===== src/rtl/core/ulp_pkg.sv =====
`timescale 1ns / 1ps
package ulp_pkg;

  // Default for the longest URL that is still located
  localparam int MAX_LEN_DEF = 4096;

  // Field widths
  localparam int BYTE_W  = 8;
  localparam int PART_W  = 4;
  localparam int START_W = 12;
  localparam int LEN_W   = 13;

  // Config port
  localparam int ADDR_W = 3;
  localparam int DATA_W = 32;
  localparam logic [ADDR_W-3:0] REG_URL_PART = 1'b0;

  // Part selector codes
  localparam logic [PART_W-1:0] PART_AUTHORITY = 4'd0;
  localparam logic [PART_W-1:0] PART_FILE      = 4'd1;
  localparam logic [PART_W-1:0] PART_HOST      = 4'd2;
  localparam logic [PART_W-1:0] PART_PATH      = 4'd3;
  localparam logic [PART_W-1:0] PART_PROTOCOL  = 4'd4;
  localparam logic [PART_W-1:0] PART_QUERY     = 4'd5;
  localparam logic [PART_W-1:0] PART_REF       = 4'd6;
  localparam logic [PART_W-1:0] PART_USERINFO  = 4'd7;
  localparam logic [PART_W-1:0] PART_PORT      = 4'd8;
  localparam logic [PART_W-1:0] PART_INVALID   = 4'd9;

  // Characters of interest
  localparam logic [BYTE_W-1:0] CH_SPACE  = 8'h20;
  localparam logic [BYTE_W-1:0] CH_COLON  = 8'h3A;
  localparam logic [BYTE_W-1:0] CH_SLASH  = 8'h2F;
  localparam logic [BYTE_W-1:0] CH_QUEST  = 8'h3F;
  localparam logic [BYTE_W-1:0] CH_HASH   = 8'h23;
  localparam logic [BYTE_W-1:0] CH_AT     = 8'h40;
  localparam logic [BYTE_W-1:0] CH_LBRACK = 8'h5B;
  localparam logic [BYTE_W-1:0] CH_RBRACK = 8'h5D;

  // Scheme separator matcher
  typedef enum logic [2:0] {
    SCH_IDLE  = 3'b001,
    SCH_COLON = 3'b010,
    SCH_SLASH = 3'b100
  } scheme_st_t;

endpackage


===== src/rtl/core/ulp_regs.sv =====
`timescale 1ns / 1ps
module ulp_regs (
  input  logic                          clk,
  input  logic                          rst,
  input  logic                          psel,
  input  logic                          penable,
  input  logic                          pwrite,
  input  logic [ulp_pkg::ADDR_W-1:0]    paddr,
  input  logic [ulp_pkg::DATA_W-1:0]    pwdata,
  output logic [ulp_pkg::DATA_W-1:0]    prdata,
  output logic                          pready,
  output logic [ulp_pkg::PART_W-1:0]    url_part
);

  logic sel_part;

  assign sel_part = (paddr[ulp_pkg::ADDR_W-1:2] == ulp_pkg::REG_URL_PART);
  assign pready   = 1'b1;

  // Part selector register
  always_ff @(posedge clk) begin
    if (rst) begin
      url_part <= ulp_pkg::PART_INVALID;
    end else if (psel && penable && pwrite && pready && sel_part) begin
      url_part <= pwdata[ulp_pkg::PART_W-1:0];
    end
  end

  // Read mux
  always_comb begin
    prdata = '0;
    if (sel_part) begin
      prdata = ulp_pkg::DATA_W'(url_part);
    end
  end

endmodule


===== src/rtl/core/ulp_tracker.sv =====
`timescale 1ns / 1ps
module ulp_tracker #(
  parameter int MAX_LEN = ulp_pkg::MAX_LEN_DEF
) (
  input  logic                        clk,
  input  logic                        rst,
  input  logic                        item_valid,
  output logic                        item_ready,
  input  logic [ulp_pkg::BYTE_W-1:0]  url_byte,
  input  logic                        is_last,
  output logic                        snap_valid,
  input  logic                        snap_ready,
  output logic                        snap_too_long,
  output logic [$clog2(MAX_LEN+1)-1:0] snap_first_ns,
  output logic [$clog2(MAX_LEN+1)-1:0] snap_last_ns,
  output logic [$clog2(MAX_LEN+1)-1:0] snap_sep,
  output logic [$clog2(MAX_LEN+1)-1:0] snap_slash,
  output logic [$clog2(MAX_LEN+1)-1:0] snap_quest,
  output logic [$clog2(MAX_LEN+1)-1:0] snap_hash,
  output logic [$clog2(MAX_LEN+1)-1:0] snap_at,
  output logic                        snap_bracketed,
  output logic [$clog2(MAX_LEN+1)-1:0] snap_close,
  output logic                        snap_then_colon,
  output logic [$clog2(MAX_LEN+1)-1:0] snap_colon
);

  localparam int PW = $clog2(MAX_LEN + 1);
  localparam logic [PW-1:0] NONE  = '1;
  localparam logic [PW-1:0] LIMIT = PW'(MAX_LEN);

  ulp_pkg::scheme_st_t scheme_st, scheme_st_next;
  logic [PW-1:0] pos, pos_next;
  logic          too_long, too_long_next;
  logic [PW-1:0] first_ns, first_ns_next;
  logic [PW-1:0] last_ns, last_ns_next;
  logic [PW-1:0] sep, sep_next;
  logic [PW-1:0] slash, slash_next;
  logic [PW-1:0] quest, quest_next;
  logic [PW-1:0] hash, hash_next;
  logic [PW-1:0] at_pos, at_pos_next;
  logic          bracketed, bracketed_next;
  logic [PW-1:0] close_pos, close_pos_next;
  logic          then_colon, then_colon_next;
  logic [PW-1:0] host_colon, host_colon_next;
  logic [PW-1:0] host_begin;
  logic          auth_open;
  logic          accept;
  logic          is_delim;

  assign accept     = item_valid && item_ready;
  assign item_ready = !snap_valid || snap_ready;
  assign auth_open  = (slash == NONE) && (quest == NONE) && (hash == NONE);
  assign host_begin = (at_pos == NONE) ? sep + PW'(3) : at_pos + PW'(1);
  assign is_delim   = (url_byte == ulp_pkg::CH_SLASH) || (url_byte == ulp_pkg::CH_QUEST) ||
                      (url_byte == ulp_pkg::CH_HASH);

  // Per-byte update of the position marks
  always_comb begin
    pos_next        = pos;
    too_long_next   = too_long;
    scheme_st_next  = scheme_st;
    first_ns_next   = first_ns;
    last_ns_next    = last_ns;
    sep_next        = sep;
    slash_next      = slash;
    quest_next      = quest;
    hash_next       = hash;
    at_pos_next     = at_pos;
    bracketed_next  = bracketed;
    close_pos_next  = close_pos;
    then_colon_next = then_colon;
    host_colon_next = host_colon;
    if (pos == LIMIT) begin
      // past the length limit: bytes only flag the overflow
      too_long_next = 1'b1;
    end else begin
      pos_next = pos + PW'(1);
      if (url_byte != ulp_pkg::CH_SPACE) begin
        if (first_ns == NONE) first_ns_next = pos;
        last_ns_next = pos;
      end
      if (sep == NONE) begin
        // hunting for "://"
        if (url_byte == ulp_pkg::CH_COLON) begin
          scheme_st_next = ulp_pkg::SCH_COLON;
        end else if (url_byte == ulp_pkg::CH_SLASH && scheme_st == ulp_pkg::SCH_COLON) begin
          scheme_st_next = ulp_pkg::SCH_SLASH;
        end else if (url_byte == ulp_pkg::CH_SLASH && scheme_st == ulp_pkg::SCH_SLASH) begin
          sep_next       = pos - PW'(2);
          scheme_st_next = ulp_pkg::SCH_IDLE;
        end else begin
          scheme_st_next = ulp_pkg::SCH_IDLE;
        end
      end else if (is_delim) begin
        if (url_byte == ulp_pkg::CH_SLASH && slash == NONE) slash_next = pos;
        if (url_byte == ulp_pkg::CH_QUEST && quest == NONE) quest_next = pos;
        if (url_byte == ulp_pkg::CH_HASH && hash == NONE) hash_next = pos;
      end else if (auth_open) begin
        if (url_byte == ulp_pkg::CH_AT) begin
          // new userinfo end: host tracking restarts
          at_pos_next     = pos;
          bracketed_next  = 1'b0;
          close_pos_next  = NONE;
          then_colon_next = 1'b0;
          host_colon_next = NONE;
        end else if (pos == host_begin && url_byte == ulp_pkg::CH_LBRACK) begin
          bracketed_next = 1'b1;
        end else if (bracketed) begin
          if (close_pos == NONE) begin
            if (url_byte == ulp_pkg::CH_RBRACK) close_pos_next = pos;
          end else if (close_pos + PW'(1) == pos && url_byte == ulp_pkg::CH_COLON) begin
            then_colon_next = 1'b1;
          end
        end else if (url_byte == ulp_pkg::CH_COLON && host_colon == NONE) begin
          host_colon_next = pos;
        end
      end
    end
  end

  // Stream state: cleared at reset and after each last byte
  always_ff @(posedge clk) begin
    if (rst || (accept && is_last)) begin
      pos        <= '0;
      too_long   <= 1'b0;
      scheme_st  <= ulp_pkg::SCH_IDLE;
      first_ns   <= NONE;
      last_ns    <= NONE;
      sep        <= NONE;
      slash      <= NONE;
      quest      <= NONE;
      hash       <= NONE;
      at_pos     <= NONE;
      bracketed  <= 1'b0;
      close_pos  <= NONE;
      then_colon <= 1'b0;
      host_colon <= NONE;
    end else if (accept) begin
      pos        <= pos_next;
      too_long   <= too_long_next;
      scheme_st  <= scheme_st_next;
      first_ns   <= first_ns_next;
      last_ns    <= last_ns_next;
      sep        <= sep_next;
      slash      <= slash_next;
      quest      <= quest_next;
      hash       <= hash_next;
      at_pos     <= at_pos_next;
      bracketed  <= bracketed_next;
      close_pos  <= close_pos_next;
      then_colon <= then_colon_next;
      host_colon <= host_colon_next;
    end
  end

  // Final marks of a finished URL
  always_ff @(posedge clk) begin
    if (accept && is_last) begin
      snap_too_long   <= too_long_next;
      snap_first_ns   <= first_ns_next;
      snap_last_ns    <= last_ns_next;
      snap_sep        <= sep_next;
      snap_slash      <= slash_next;
      snap_quest      <= quest_next;
      snap_hash       <= hash_next;
      snap_at         <= at_pos_next;
      snap_bracketed  <= bracketed_next;
      snap_close      <= close_pos_next;
      snap_then_colon <= then_colon_next;
      snap_colon      <= host_colon_next;
    end
  end

  always_ff @(posedge clk) begin
    if (rst) begin
      snap_valid <= 1'b0;
    end else if (accept && is_last) begin
      snap_valid <= 1'b1;
    end else if (snap_ready) begin
      snap_valid <= 1'b0;
    end
  end

endmodule


===== src/rtl/core/ulp_resolver.sv =====
`timescale 1ns / 1ps
module ulp_resolver #(
  parameter int MAX_LEN = ulp_pkg::MAX_LEN_DEF
) (
  input  logic                         clk,
  input  logic                         rst,
  input  logic [ulp_pkg::PART_W-1:0]   url_part,
  input  logic                         snap_valid,
  output logic                         snap_ready,
  input  logic                         snap_too_long,
  input  logic [$clog2(MAX_LEN+1)-1:0] snap_first_ns,
  input  logic [$clog2(MAX_LEN+1)-1:0] snap_last_ns,
  input  logic [$clog2(MAX_LEN+1)-1:0] snap_sep,
  input  logic [$clog2(MAX_LEN+1)-1:0] snap_slash,
  input  logic [$clog2(MAX_LEN+1)-1:0] snap_quest,
  input  logic [$clog2(MAX_LEN+1)-1:0] snap_hash,
  input  logic [$clog2(MAX_LEN+1)-1:0] snap_at,
  input  logic                         snap_bracketed,
  input  logic [$clog2(MAX_LEN+1)-1:0] snap_close,
  input  logic                         snap_then_colon,
  input  logic [$clog2(MAX_LEN+1)-1:0] snap_colon,
  output logic                         result_valid,
  input  logic                         result_ready,
  output logic                         found,
  output logic [ulp_pkg::START_W-1:0]  part_start,
  output logic [ulp_pkg::LEN_W-1:0]    part_length
);

  localparam int PW = $clog2(MAX_LEN + 1);
  localparam logic [PW-1:0] NONE = '1;

  function automatic logic [PW-1:0] pmin(input logic [PW-1:0] x, input logic [PW-1:0] y);
    pmin = (x < y) ? x : y;
  endfunction

  logic          found_next;
  logic [PW-1:0] st_next, ln_next;
  logic [PW-1:0] e, p, a, h, endp, ps, a_raw;

  assign snap_ready = !result_valid || result_ready;

  // Common boundaries
  assign e     = snap_last_ns + PW'(1);
  assign p     = snap_sep + PW'(3);
  assign a_raw = pmin(pmin(snap_slash, snap_quest), snap_hash);
  assign a     = (a_raw == NONE) ? e : a_raw;
  assign h     = (snap_at == NONE) ? p : snap_at + PW'(1);

  // Pick start and length of the selected part
  always_comb begin
    found_next = 1'b0;
    st_next    = '0;
    ln_next    = '0;
    endp       = '0;
    ps         = '0;
    if (!snap_too_long && snap_sep != NONE && snap_first_ns != NONE) begin
      case (url_part)
        ulp_pkg::PART_AUTHORITY: begin
          found_next = 1'b1;
          st_next    = p;
          ln_next    = a - p;
        end
        ulp_pkg::PART_FILE, ulp_pkg::PART_PATH: begin
          found_next = 1'b1;
          // empty when no slash or a query/fragment comes first
          if (snap_slash != NONE && !(snap_quest < snap_slash) &&
              !(snap_hash < snap_slash)) begin
            endp = (url_part == ulp_pkg::PART_FILE) ? snap_hash :
                   pmin(snap_quest, snap_hash);
            if (endp == NONE) endp = e;
            st_next = snap_slash;
            ln_next = endp - snap_slash;
          end
        end
        ulp_pkg::PART_HOST: begin
          found_next = 1'b1;
          if (snap_bracketed) begin
            endp = (snap_close != NONE) ? snap_close + PW'(1) : a;
          end else begin
            endp = (snap_colon != NONE) ? snap_colon : a;
          end
          st_next = h;
          ln_next = endp - h;
        end
        ulp_pkg::PART_PROTOCOL: begin
          found_next = 1'b1;
          st_next    = snap_first_ns;
          ln_next    = snap_sep - snap_first_ns;
        end
        ulp_pkg::PART_QUERY: begin
          if (snap_quest != NONE && !(snap_hash < snap_quest)) begin
            found_next = 1'b1;
            endp       = (snap_hash != NONE) ? snap_hash : e;
            st_next    = snap_quest + PW'(1);
            ln_next    = endp - (snap_quest + PW'(1));
          end
        end
        ulp_pkg::PART_REF: begin
          if (snap_hash != NONE) begin
            found_next = 1'b1;
            st_next    = snap_hash + PW'(1);
            ln_next    = e - (snap_hash + PW'(1));
          end
        end
        ulp_pkg::PART_USERINFO: begin
          if (snap_at != NONE) begin
            found_next = 1'b1;
            st_next    = p;
            ln_next    = snap_at - p;
          end
        end
        ulp_pkg::PART_PORT: begin
          if (snap_bracketed) begin
            ps = snap_close + PW'(2);
            if (snap_close != NONE && snap_then_colon) begin
              found_next = 1'b1;
              st_next    = ps;
              ln_next    = a - ps;
            end
          end else begin
            ps = snap_colon + PW'(1);
            if (snap_colon != NONE) begin
              found_next = 1'b1;
              st_next    = ps;
              ln_next    = a - ps;
            end
          end
        end
        default: begin
          found_next = 1'b0;
        end
      endcase
    end
  end

  // Result register
  always_ff @(posedge clk) begin
    if (snap_valid && snap_ready) begin
      found       <= found_next;
      part_start  <= ulp_pkg::START_W'(st_next);
      part_length <= ulp_pkg::LEN_W'(ln_next);
    end
  end

  always_ff @(posedge clk) begin
    if (rst) begin
      result_valid <= 1'b0;
    end else if (snap_valid && snap_ready) begin
      result_valid <= 1'b1;
    end else if (result_ready) begin
      result_valid <= 1'b0;
    end
  end

endmodule


===== src/rtl/core/url_part_locator.sv =====
`timescale 1ns / 1ps
// URL part locator: one URL byte per item, one result after the byte marked is_last.
// Throughput: one byte per cycle while item_ready is high; the position marks update once per accepted byte.
// The marks are snapshotted at the edge that takes the last byte; the result register loads
// from the snapshot when the resolver is free, and result_valid rises; bytes stall only while
// both the snapshot and a stalled result are held.
// Reset (rst, synchronous): clears the stream marks and handshakes, url_part returns to 9.
module url_part_locator #(
  parameter int MAX_LEN = ulp_pkg::MAX_LEN_DEF
) (
  input  logic                         clk,
  input  logic                         rst,
  input  logic                         psel,
  input  logic                         penable,
  input  logic                         pwrite,
  input  logic [ulp_pkg::ADDR_W-1:0]   paddr,
  input  logic [ulp_pkg::DATA_W-1:0]   pwdata,
  output logic [ulp_pkg::DATA_W-1:0]   prdata,
  output logic                         pready,
  input  logic                         item_valid,
  output logic                         item_ready,
  input  logic [ulp_pkg::BYTE_W-1:0]   url_byte,
  input  logic                         is_last,
  output logic                         result_valid,
  input  logic                         result_ready,
  output logic                         found,
  output logic [ulp_pkg::START_W-1:0]  part_start,
  output logic [ulp_pkg::LEN_W-1:0]    part_length
);

  localparam int PW = $clog2(MAX_LEN + 1);

  logic [ulp_pkg::PART_W-1:0] url_part;
  logic          snap_valid, snap_ready;
  logic          snap_too_long, snap_bracketed, snap_then_colon;
  logic [PW-1:0] snap_first_ns, snap_last_ns, snap_sep, snap_slash, snap_quest;
  logic [PW-1:0] snap_hash, snap_at, snap_close, snap_colon;

  ulp_regs u_regs (
    .clk      (clk),
    .rst      (rst),
    .psel     (psel),
    .penable  (penable),
    .pwrite   (pwrite),
    .paddr    (paddr),
    .pwdata   (pwdata),
    .prdata   (prdata),
    .pready   (pready),
    .url_part (url_part)
  );

  ulp_tracker #(.MAX_LEN(MAX_LEN)) u_tracker (
    .clk             (clk),
    .rst             (rst),
    .item_valid      (item_valid),
    .item_ready      (item_ready),
    .url_byte        (url_byte),
    .is_last         (is_last),
    .snap_valid      (snap_valid),
    .snap_ready      (snap_ready),
    .snap_too_long   (snap_too_long),
    .snap_first_ns   (snap_first_ns),
    .snap_last_ns    (snap_last_ns),
    .snap_sep        (snap_sep),
    .snap_slash      (snap_slash),
    .snap_quest      (snap_quest),
    .snap_hash       (snap_hash),
    .snap_at         (snap_at),
    .snap_bracketed  (snap_bracketed),
    .snap_close      (snap_close),
    .snap_then_colon (snap_then_colon),
    .snap_colon      (snap_colon)
  );

  ulp_resolver #(.MAX_LEN(MAX_LEN)) u_resolver (
    .clk             (clk),
    .rst             (rst),
    .url_part        (url_part),
    .snap_valid      (snap_valid),
    .snap_ready      (snap_ready),
    .snap_too_long   (snap_too_long),
    .snap_first_ns   (snap_first_ns),
    .snap_last_ns    (snap_last_ns),
    .snap_sep        (snap_sep),
    .snap_slash      (snap_slash),
    .snap_quest      (snap_quest),
    .snap_hash       (snap_hash),
    .snap_at         (snap_at),
    .snap_bracketed  (snap_bracketed),
    .snap_close      (snap_close),
    .snap_then_colon (snap_then_colon),
    .snap_colon      (snap_colon),
    .result_valid    (result_valid),
    .result_ready    (result_ready),
    .found           (found),
    .part_start      (part_start),
    .part_length     (part_length)
  );

endmodule


===== config.mk =====
export PLATFORM = sky130hd
export DESIGN_NAME = url_part_locator
export DESIGN_NICKNAME = d
export VERILOG_FILES = /design/src/rtl/core/ulp_pkg.sv /design/src/rtl/core/ulp_regs.sv /design/src/rtl/core/ulp_tracker.sv /design/src/rtl/core/ulp_resolver.sv /design/src/rtl/core/url_part_locator.sv
export SDC_FILE = /design/constraint.sdc
export NUM_CORES = 1
export LEC_CHECK = 0
export BUFFER_PORTS_ARGS = -buffer_cell sky130_fd_sc_hd__buf_2
export CORE_UTILIZATION = 43
export CTS_BUF_LIST = sky130_fd_sc_hd__clkbuf_2
export DETAILED_ROUTE_END_ITERATION = 8
export PLACE_DENSITY = 0.57
export SYNTH_ARGS = -nofsm -noshare
export SYNTH_HDL_FRONTEND = slang
export SYNTH_SLANG_ARGS = --single-unit

===== constraint.sdc =====
create_clock -name clk -period 12.7 [get_ports clk]
set_clock_uncertainty 0.15 [all_clocks]
set_input_delay 2.54 -clock clk [delete_from_list [all_inputs] [get_ports clk]]
set_output_delay 2.54 -clock clk [all_outputs]
set_load 0.02 [all_outputs]

==> flow_metrics.py, run 1 <==
metrics = {
    "timing": {
        "finalMaxSlewViolations": 0,
        "setup_viol": 0,
        "setup_tns_ns": 0,
        "hold_viol_final": 0,
        "whs_ns": 0.314,
        "worstMarginPinSlew_ns": 1.27,
        "fmax_ghz": 0.105,
        "slew_headroom_pct": 15.2,
        "post-route-period-util_pct": 75.2,
        "rsz0062_at_grt": "false",
        "period_minus_slack_ns": 9.55,
    },
    "cts": {
        "cts_tree": "built",
        "cts_setup_buffers": 0,
        "clk_latency_ns": 1.05,
        "path_clk_slew_ns": 0.09,
        "cts.sinks": 288,
        "cts-root-buf": "clkbuf_2",
        "ctsHtreeMaxLevel": 3,
        "cts_buffer_depth": 3,
        "cts_hold_buffers": 0,
        "numCtsBuffers": 75,
        "cts_resized": 0,
    },
    "global_route": {
        "grt-ovfl-total": 0,
        "antenna_found_initial": 6,
        "track_usage_pct": 30.8,
        "grt_pass1_wl_um": 121000,
        "grt_pass1_vias": 19100,
        "grt_max_degree": 89,
    },
    "logic_synthesis": {
        "seq_area_frac_synth_pct": 32.3,
        "synth_warnings": 0,
        "avgSynthCellArea_sq_um": 8.21,
        "synth-simple-area-share_pct": 21.4,
        "synth_adder_area_share_pct": 10.6,
        "synth_compound_area_share_pct": 18.7,
        "syn_area_sq_mm": 0.0224,
        "synth_top_family_by_area": "simple AND/OR/NAND/NOR gates",
        "synth_seq_cells": 288,
        "synthMuxAreaShare_pct": 2.30,
        "async_flop_share_pct": 0,
        "synth_edf_count": 146,
        "yosysUniqueCellTypes": 85,
        "synthCells": 2721,
        "synth_xor_area_share_pct": 9.68,
        "ys.flop_type": "edfxtp_1",
    },
    "setup_path": {
        "max_stage_delay_ns": 0.84,
        "crit_path_start_kind": "flip-flop",
        "endpoint_kind": "flip-flop",
        "worstSetupPathType": "flip-flop to flip-flop",
        "crit_fanout": 25,
        "worstPathRequired_ns": 13.25,
        "regToRegSetupSlack_ns": 3.15,
        "cp_slowest_cell": "o31ai_4",
        "path_delay_family": "compound AO/OA/AOI/OAI gates",
        "arrival_ns": 10.10,
        "critPathBufInv": 3,
    },
    "detailed_routing": {
        "vias_per_cell": 5.94,
        "avgRoutedWirePerCell_um": 23.7,
        "drc": 0,
        "route.vias.total": 20800,
        "drt_wl_total_um": 82900,
        "ant_nets": 0,
        "dr.pass1.iters": 7,
        "first_iter_violations": 2037,
    },
    "pwr": {
        "switching_power_mw": 0.872,
        "netSwitchingFraction_pct": 35.4,
        "p_seq_share_pct": 44.9,
        "peakVddDrop_v": 0.0000752,
        "pwr-share-comb_pct": 27.9,
        "p_per_area_mw_per_mm2": 103,
        "p_clk_share_pct": 27.2,
        "p_total_mw": 2.46,
        "leakage_nw": 10.0,
        "p_int_mw": 1.59,
    },
    "placed_design": {
        "hpwlAfterDp_um": 64500,
        "place_inst": 3364,
        "port_buffers": 52,
        "gp_congestion": 0.985,
    },
    "floorplan": {
        "num_rows": 83,
        "io_pins": 112,
        "fp.dieArea_sq_mm": 0.0529,
        "chipWidth_um": 230,
        "start_util_pct": 43.6,
        "dieHeight_um": 230,
        "coreArea_sq_mm": 0.0513,
    },
    "outcome": {
        "status": "complete, no violations",
    },
    "finish": {
        "layout_common_cells": "334 x nand2_1, 321 x nor2_1, 175 x ha_1",
        "num-nets-final": 2996,
        "final_common_cell": "nand2_1",
        "syn_to_final_growth_pct": 6.87,
        "drive_gt1_share_pct": 10.3,
        "nFillCells": 5209,
        "fin_cells": 3505,
        "final_core_util_pct": 46.6,
    },
    "worst_hold_path": {
        "hp-class": "flip-flop to flip-flop",
    },
    "job": {
        "drv_cap": 0,
    },
}
==> worst reg2reg max path, delay by kind of cell, from the launching register on <==
| kind | cells | cell delay, ns |
|---|---|---|
| AO/OA/AOI/OAI | 17 | 4.81 |
| adder cells (fa/ha/maj) | 4 | 1.39 |
| buffers and inverters | 3 | 0.48 |
| flip-flops | 1 | 0.64 |
| AND/OR/NAND/NOR | 7 | 1.81 |
==> cell usage after synthesis (27+ instances only) <==
cell type | instances | share of area [%]
nor2b_1 | 29 | 0.81
inv_1 | 109 | 1.8
and3_1 | 27 | 0.76
xnor2_1 | 154 | 6.0
edfxtp_1 | 146 | 20
o22ai_1 | 34 | 0.95
o21a_1 | 35 | 1.2
o21ai_0 | 159 | 3.6
clkbuf_1 | 104 | 1.7
nand4_1 | 45 | 1.3
a21o_1 | 38 | 1.3
mux2_2 | 27 | 1.4
nor2_1 | 322 | 5.4
ha_1 | 175 | 9.8
nand3_1 | 120 | 2.7
nor3_1 | 53 | 1.2
xor2_1 | 93 | 3.6
dfxtp_1 | 142 | 13
a21oi_1 | 162 | 3.6
nand2_1 | 335 | 5.6
buf_4 | 30 | 1.0
==> per-stage QoR <==
stage	setup slack, ns	cell area (sq um)
after global placement	3.43	23200
final	3.15	23900
after detailed placement	3.43	23200
after global routing	2.71	23900
after CTS	3.38	23900
after floorplan	5.25	22500
==> layout make-up <==
type / count / area (sq um) / share of cell area, %
inverter: 117 / 442 / 1.85
clock buffer: 123 / 616 / 2.58
clock inverter: 14 / 95.1 / 0.398
multi-input combinational: 2195 / 14100 / 59.2
antenna: 4 / 10.0 / 0.0419
sequential: 288 / 7230 / 30.3
tap: 680 / 851 / 3.56
timing repair buffer: 84 / 500 / 2.10
==> routing by layer <==
layer | wire length (um) | track usage, %
met1 | 37500 | 43.1
met2 | 36000 | 46.9
met3 | 6020 | 4.50
met4 | 3450 | 13.6
met5 | 30 | 0
==> power groups by stage <==
stage / clock, mW / combinational (mW) / sequential, mW
finish: 0.669 / 0.688 / 1.11
global route: 0.734 / 0.750 / 1.11
CTS: 0.689 / 0.677 / 1.10
detailed placement: 0 / 0.671 / 1.12
global placement: 0 / 0.661 / 1.12
floorplan: 0 / 0.507 / 1.10
==> kinds of logic after synthesis <==
group           count (synthesis)
compound gates                639
xor+xnor                      247
fa+ha+maj                     184
buf+inv                       265
flops                         288
mux                            48
other cells                     2
simple gates                 1048
==> worst paths after layout <==
kind                                          startpoint  depth (start not counted)                    endpoint
worst min-delay path                u_tracker.then_colon                          2        u_tracker.then_colon
worst min register to register      u_tracker.then_colon                          2        u_tracker.then_colon
worst max register to register  u_tracker.snap_slash[10]                         31  u_resolver.part_length[12]
worst max-delay path            u_tracker.snap_slash[10]                         31  u_resolver.part_length[12]
No activity file was read; power rests on OpenSTA's default activity.
==> run 2, diff against run 1 <==
--- a/config.mk
+++ b/config.mk
@@ -5,6 +5,7 @@
 export SDC_FILE = /design/constraint.sdc
 export NUM_CORES = 1
 export LEC_CHECK = 0
+export ABC_AREA = 1
 export BUFFER_PORTS_ARGS = -buffer_cell sky130_fd_sc_hd__buf_2
 export CORE_UTILIZATION = 43
 export CTS_BUF_LIST = sky130_fd_sc_hd__clkbuf_2
==> constraint.sdc (replaced) <==
create_clock -name clk -period 9.05 [get_ports clk]
set_clock_uncertainty 0.15 [all_clocks]
set_input_delay 1.81 -clock clk [delete_from_list [all_inputs] [get_ports clk]]
set_output_delay 1.81 -clock clk [all_outputs]
set_load 0.02 [all_outputs]
==> run 2 against run 1 <==
  * Wire length is 13% higher
  * Synthesized cell count up 20%
  * Non-clock buffer count up 16
  * Largest power group unchanged
  * Register-to-register slack got worse by 2.4 ns
  * Sequential power increased by 32%
  * Worst hold slack got worse by 0.0071 ns
  * Clock-buffer cell count fell by 10
  * Core utilization rose by 0.55 points
  * Critical path type unchanged
  * Die area up 3.9%
  * Via count is 11% higher
  * Cell area is 4.5% higher
  * Total power up 33%
==> flow_metrics.py, run 2 <==
metrics = {
    "detailed_routing": {
        "ant_nets": 0,
        "dr.pass1.iters": 5,
        "avgRoutedWirePerCell_um": 23.0,
        "drc": 0,
        "drt_wl_total_um": 93700,
        "vias_per_cell": 5.68,
        "first_iter_violations": 2013,
        "route.vias.total": 23200,
    },
    "logic_synthesis": {
        "synth-simple-area-share_pct": 22.9,
        "synth_compound_area_share_pct": 20.2,
        "netlist.area_leader.share_pct": 18.9,
        "synth_xor_area_share_pct": 5.24,
        "synthTopCellsByArea": "edfxtp_1 19%, dfxtp_1 12%, nand2_1 9.6%, ha_1 9.4%, inv_1 7.5%",
        "avgSynthCellArea_sq_um": 7.14,
        "synth.largest_area_cell": "edfxtp_1",
        "synthCells": 3255,
        "synth_seq_cells": 288,
        "async_flop_share_pct": 0,
        "syn_area_sq_mm": 0.0232,
        "synthMuxAreaShare_pct": 0,
        "yosysMostFrequentCell": "nand2_1",
        "synth_top_family_by_area": "simple AND/OR/NAND/NOR gates",
        "synth_adder_area_share_pct": 10.2,
        "ys.flop_type": "edfxtp_1",
        "synthTopCellsByCount": "591 x nand2_1, 464 x inv_1, 299 x nor2_1, 277 x a21oi_1, 277 x o21ai_0",
        "yosysUniqueCellTypes": 64,
        "synth_warnings": 0,
        "synth_edf_count": 146,
        "seq_area_frac_synth_pct": 31.1,
    },
    "finish": {
        "nFillCells": 5580,
        "syn_to_final_growth_pct": 7.44,
        "final_common_cell": "nand2_1",
        "drive_gt1_share_pct": 8.46,
        "fin_cells": 4082,
        "num-nets-final": 3568,
        "layout_common_cells": "590 x nand2_1, 463 x inv_1, 298 x nor2_1",
    },
    "cts": {
        "cts_buffer_depth": 3,
        "path_clk_slew_ns": 0.11,
        "clk_latency_ns": 1.12,
        "ctsHtreeMaxLevel": 3,
        "numCtsBuffers": 75,
        "cts-root-buf": "clkbuf_2",
        "cts_tree": "built",
        "cts.sinks": 288,
    },
    "pwr": {
        "netSwitchingFraction_pct": 37.4,
        "p_seq_share_pct": 44.8,
        "pwr-share-comb_pct": 26.5,
        "peakVddDrop_v": 0.0000728,
        "leakage_nw": 12.1,
        "p_clk_share_pct": 28.7,
        "p_int_mw": 2.04,
        "p_per_area_mw_per_mm2": 131,
        "switching_power_mw": 1.22,
    },
    "setup_path": {
        "max_stage_delay_ns": 0.59,
        "crit_start": "u_tracker.snap_slash[11]",
        "cp_slowest_cell": "o21ai_0",
        "regToRegSetupSlack_ns": 0.75,
        "setup.worst_path.end": "u_resolver.part_length[6]",
        "worstSetupPathType": "flip-flop to flip-flop",
        "endpoint_kind": "flip-flop",
        "worstPathRequired_ns": 9.74,
        "crit_path_start_kind": "flip-flop",
        "r2r_cells": 44,
        "crit_fanout": 23,
        "regToRegStartpoint": "u_tracker.snap_slash[11]",
        "reg2reg_to": "u_resolver.part_length[6]",
        "crit_path_frequent_cell": "nand2_1",
        "arrival_ns": 8.99,
    },
    "timing": {
        "worstMarginPinSlew_ns": 1.18,
        "period_minus_slack_ns": 8.30,
        "rsz0062_at_grt": "false",
        "slew_headroom_pct": 20.8,
        "setup_tns_ns": 0,
        "setup_ws_ns": 0.747,
        "hold_viol_final": 0,
        "fmax_ghz": 0.120,
        "setup_viol": 0,
        "finalMaxSlewViolations": 0,
        "post-route-period-util_pct": 91.7,
    },
    "placed_design": {
        "hpwlAfterDp_um": 74100,
        "gp_congestion": 1.02,
        "place_inst": 3944,
        "port_buffers": 52,
        "dp_slack_ns": 0.837,
    },
    "floorplan": {
        "fp.dieArea_sq_mm": 0.0549,
        "io_pins": 112,
        "dieHeight_um": 234,
        "num_rows": 84,
        "chipWidth_um": 234,
        "start_util_pct": 43.8,
        "coreArea_sq_mm": 0.0530,
    },
    "global_route": {
        "grt_max_degree": 85,
        "grt_pass1_wl_um": 136000,
        "antenna_found_initial": 4,
        "grt_pass1_vias": 21300,
        "grt-ovfl-total": 0,
        "track_usage_pct": 33.9,
    },
    "job": {
        "drv_cap": 0,
    },
    "worst_hold_path": {
        "hp-class": "flip-flop to flip-flop",
    },
    "outcome": {
        "status": "complete, no violations",
    },
}
## run 2: changes by cell type in the layout (fill, tap and decap cells not counted), sizes merged, moves of 29 or more
cell,before,now
o21ai,168,285
a21o,38,8
xnor2,154,31
a21oi,163,277
nor2b,29,0
inv,114,470
nand2,335,606
## run 2: routing by layer
layer  track usage, %  wire length (um)  share of wire, %
met3             4.11              6170               6.6
met5                0                 0                 0
met2             52.2             41100                44
met1             46.9             42100                45
met4             16.8              4410               4.7
## run 2: worst min path at each step
stage | start | slack, ns | cells after the start | end
6_report | u_tracker.quest[0] | 0.31 | 2 | u_tracker.quest[0]
5_1_grt | u_tracker.hash[1] | 0.33 | 2 | u_tracker.hash[1]
4_1_cts | u_tracker.hash[0] | 0.31 | 2 | u_tracker.hash[0]
3_5_place_dp | u_tracker.hash[0] | 0.29 | 2 | u_tracker.hash[0]
3_3_place_gp | u_tracker.hash[11] | 0.29 | 2 | u_tracker.hash[11]
2_1_floorplan | u_tracker.hash[0] | 0.28 | 2 | u_tracker.hash[0]
## run 2: cells by family (layout without fill, tap and decap cells)
| group | Yosys count | after routing |
|---|---|---|
| and+or+nand+nor | 1232 | 1232 |
| AOI/OAI and AO/OA | 807 | 807 |
| buffers and inverters | 603 | 712 |
| DFF | 288 | 288 |
| adders and majority gates | 184 | 184 |
| xor gates and xnor gates | 139 | 139 |
| other | 2 | 32 |
## run 2: repair_timing
item | 4_1_cts | 5_1_grt
hold buffers | 0 | 0
hold endpoints to repair | 0 | 0
gates resized for setup | 0 | 1
setup buffers | 0 | 0
endpoints found under the setup margin | 0 | 2
## run 2: through the flow
step | hold WS [ns] | total power [mW] | utilization [%] | area, sq um
global placement | 0.288 | 2.32 | 45.8 | 24200
global route | 0.326 | 3.46 | 47.1 | 25000
floorplan | 0.281 | 2.09 | - | 23300
finish | 0.307 | 3.27 | 47.1 | 25000
CTS | 0.308 | 3.28 | 47.1 | 24900
detailed placement | 0.294 | 2.34 | 45.8 | 24200
## run 2: worst max-delay path: cells and delay by family (launching register included)
kind | cells | cell delay [ns]
compound gates | 12 | 2.96
simple gates | 22 | 2.63
buf+inv | 6 | 0.73
fa+ha+maj | 4 | 1.20
flops | 1 | 0.41
## run 2: cell type report
cell class                      count  area [sq um]  share of cell area (%)
Timing Repair Buffer              100           621                    2.49
Multi-Input combinational cell   2391         13700                    55.1
Antenna cell                        3          7.51                  0.0301
Clock inverter                     22           134                   0.536
Clock buffer                      113           566                    2.27
Inverter                          477          1790                    7.17
Sequential cell                   288          7230                    29.0
Tap cell                          688           861                    3.45
## run 2: power groups by stage
stage / Sequential [mW] / Clock (mW) / Combinational [mW]
floorplan: 1.48 / 0 / 0.607
global placement: 1.49 / 0 / 0.834
detailed placement: 1.49 / 0 / 0.843
CTS: 1.46 / 0.974 / 0.849
global route: 1.47 / 1.03 / 0.955
finish: 1.46 / 0.939 / 0.866
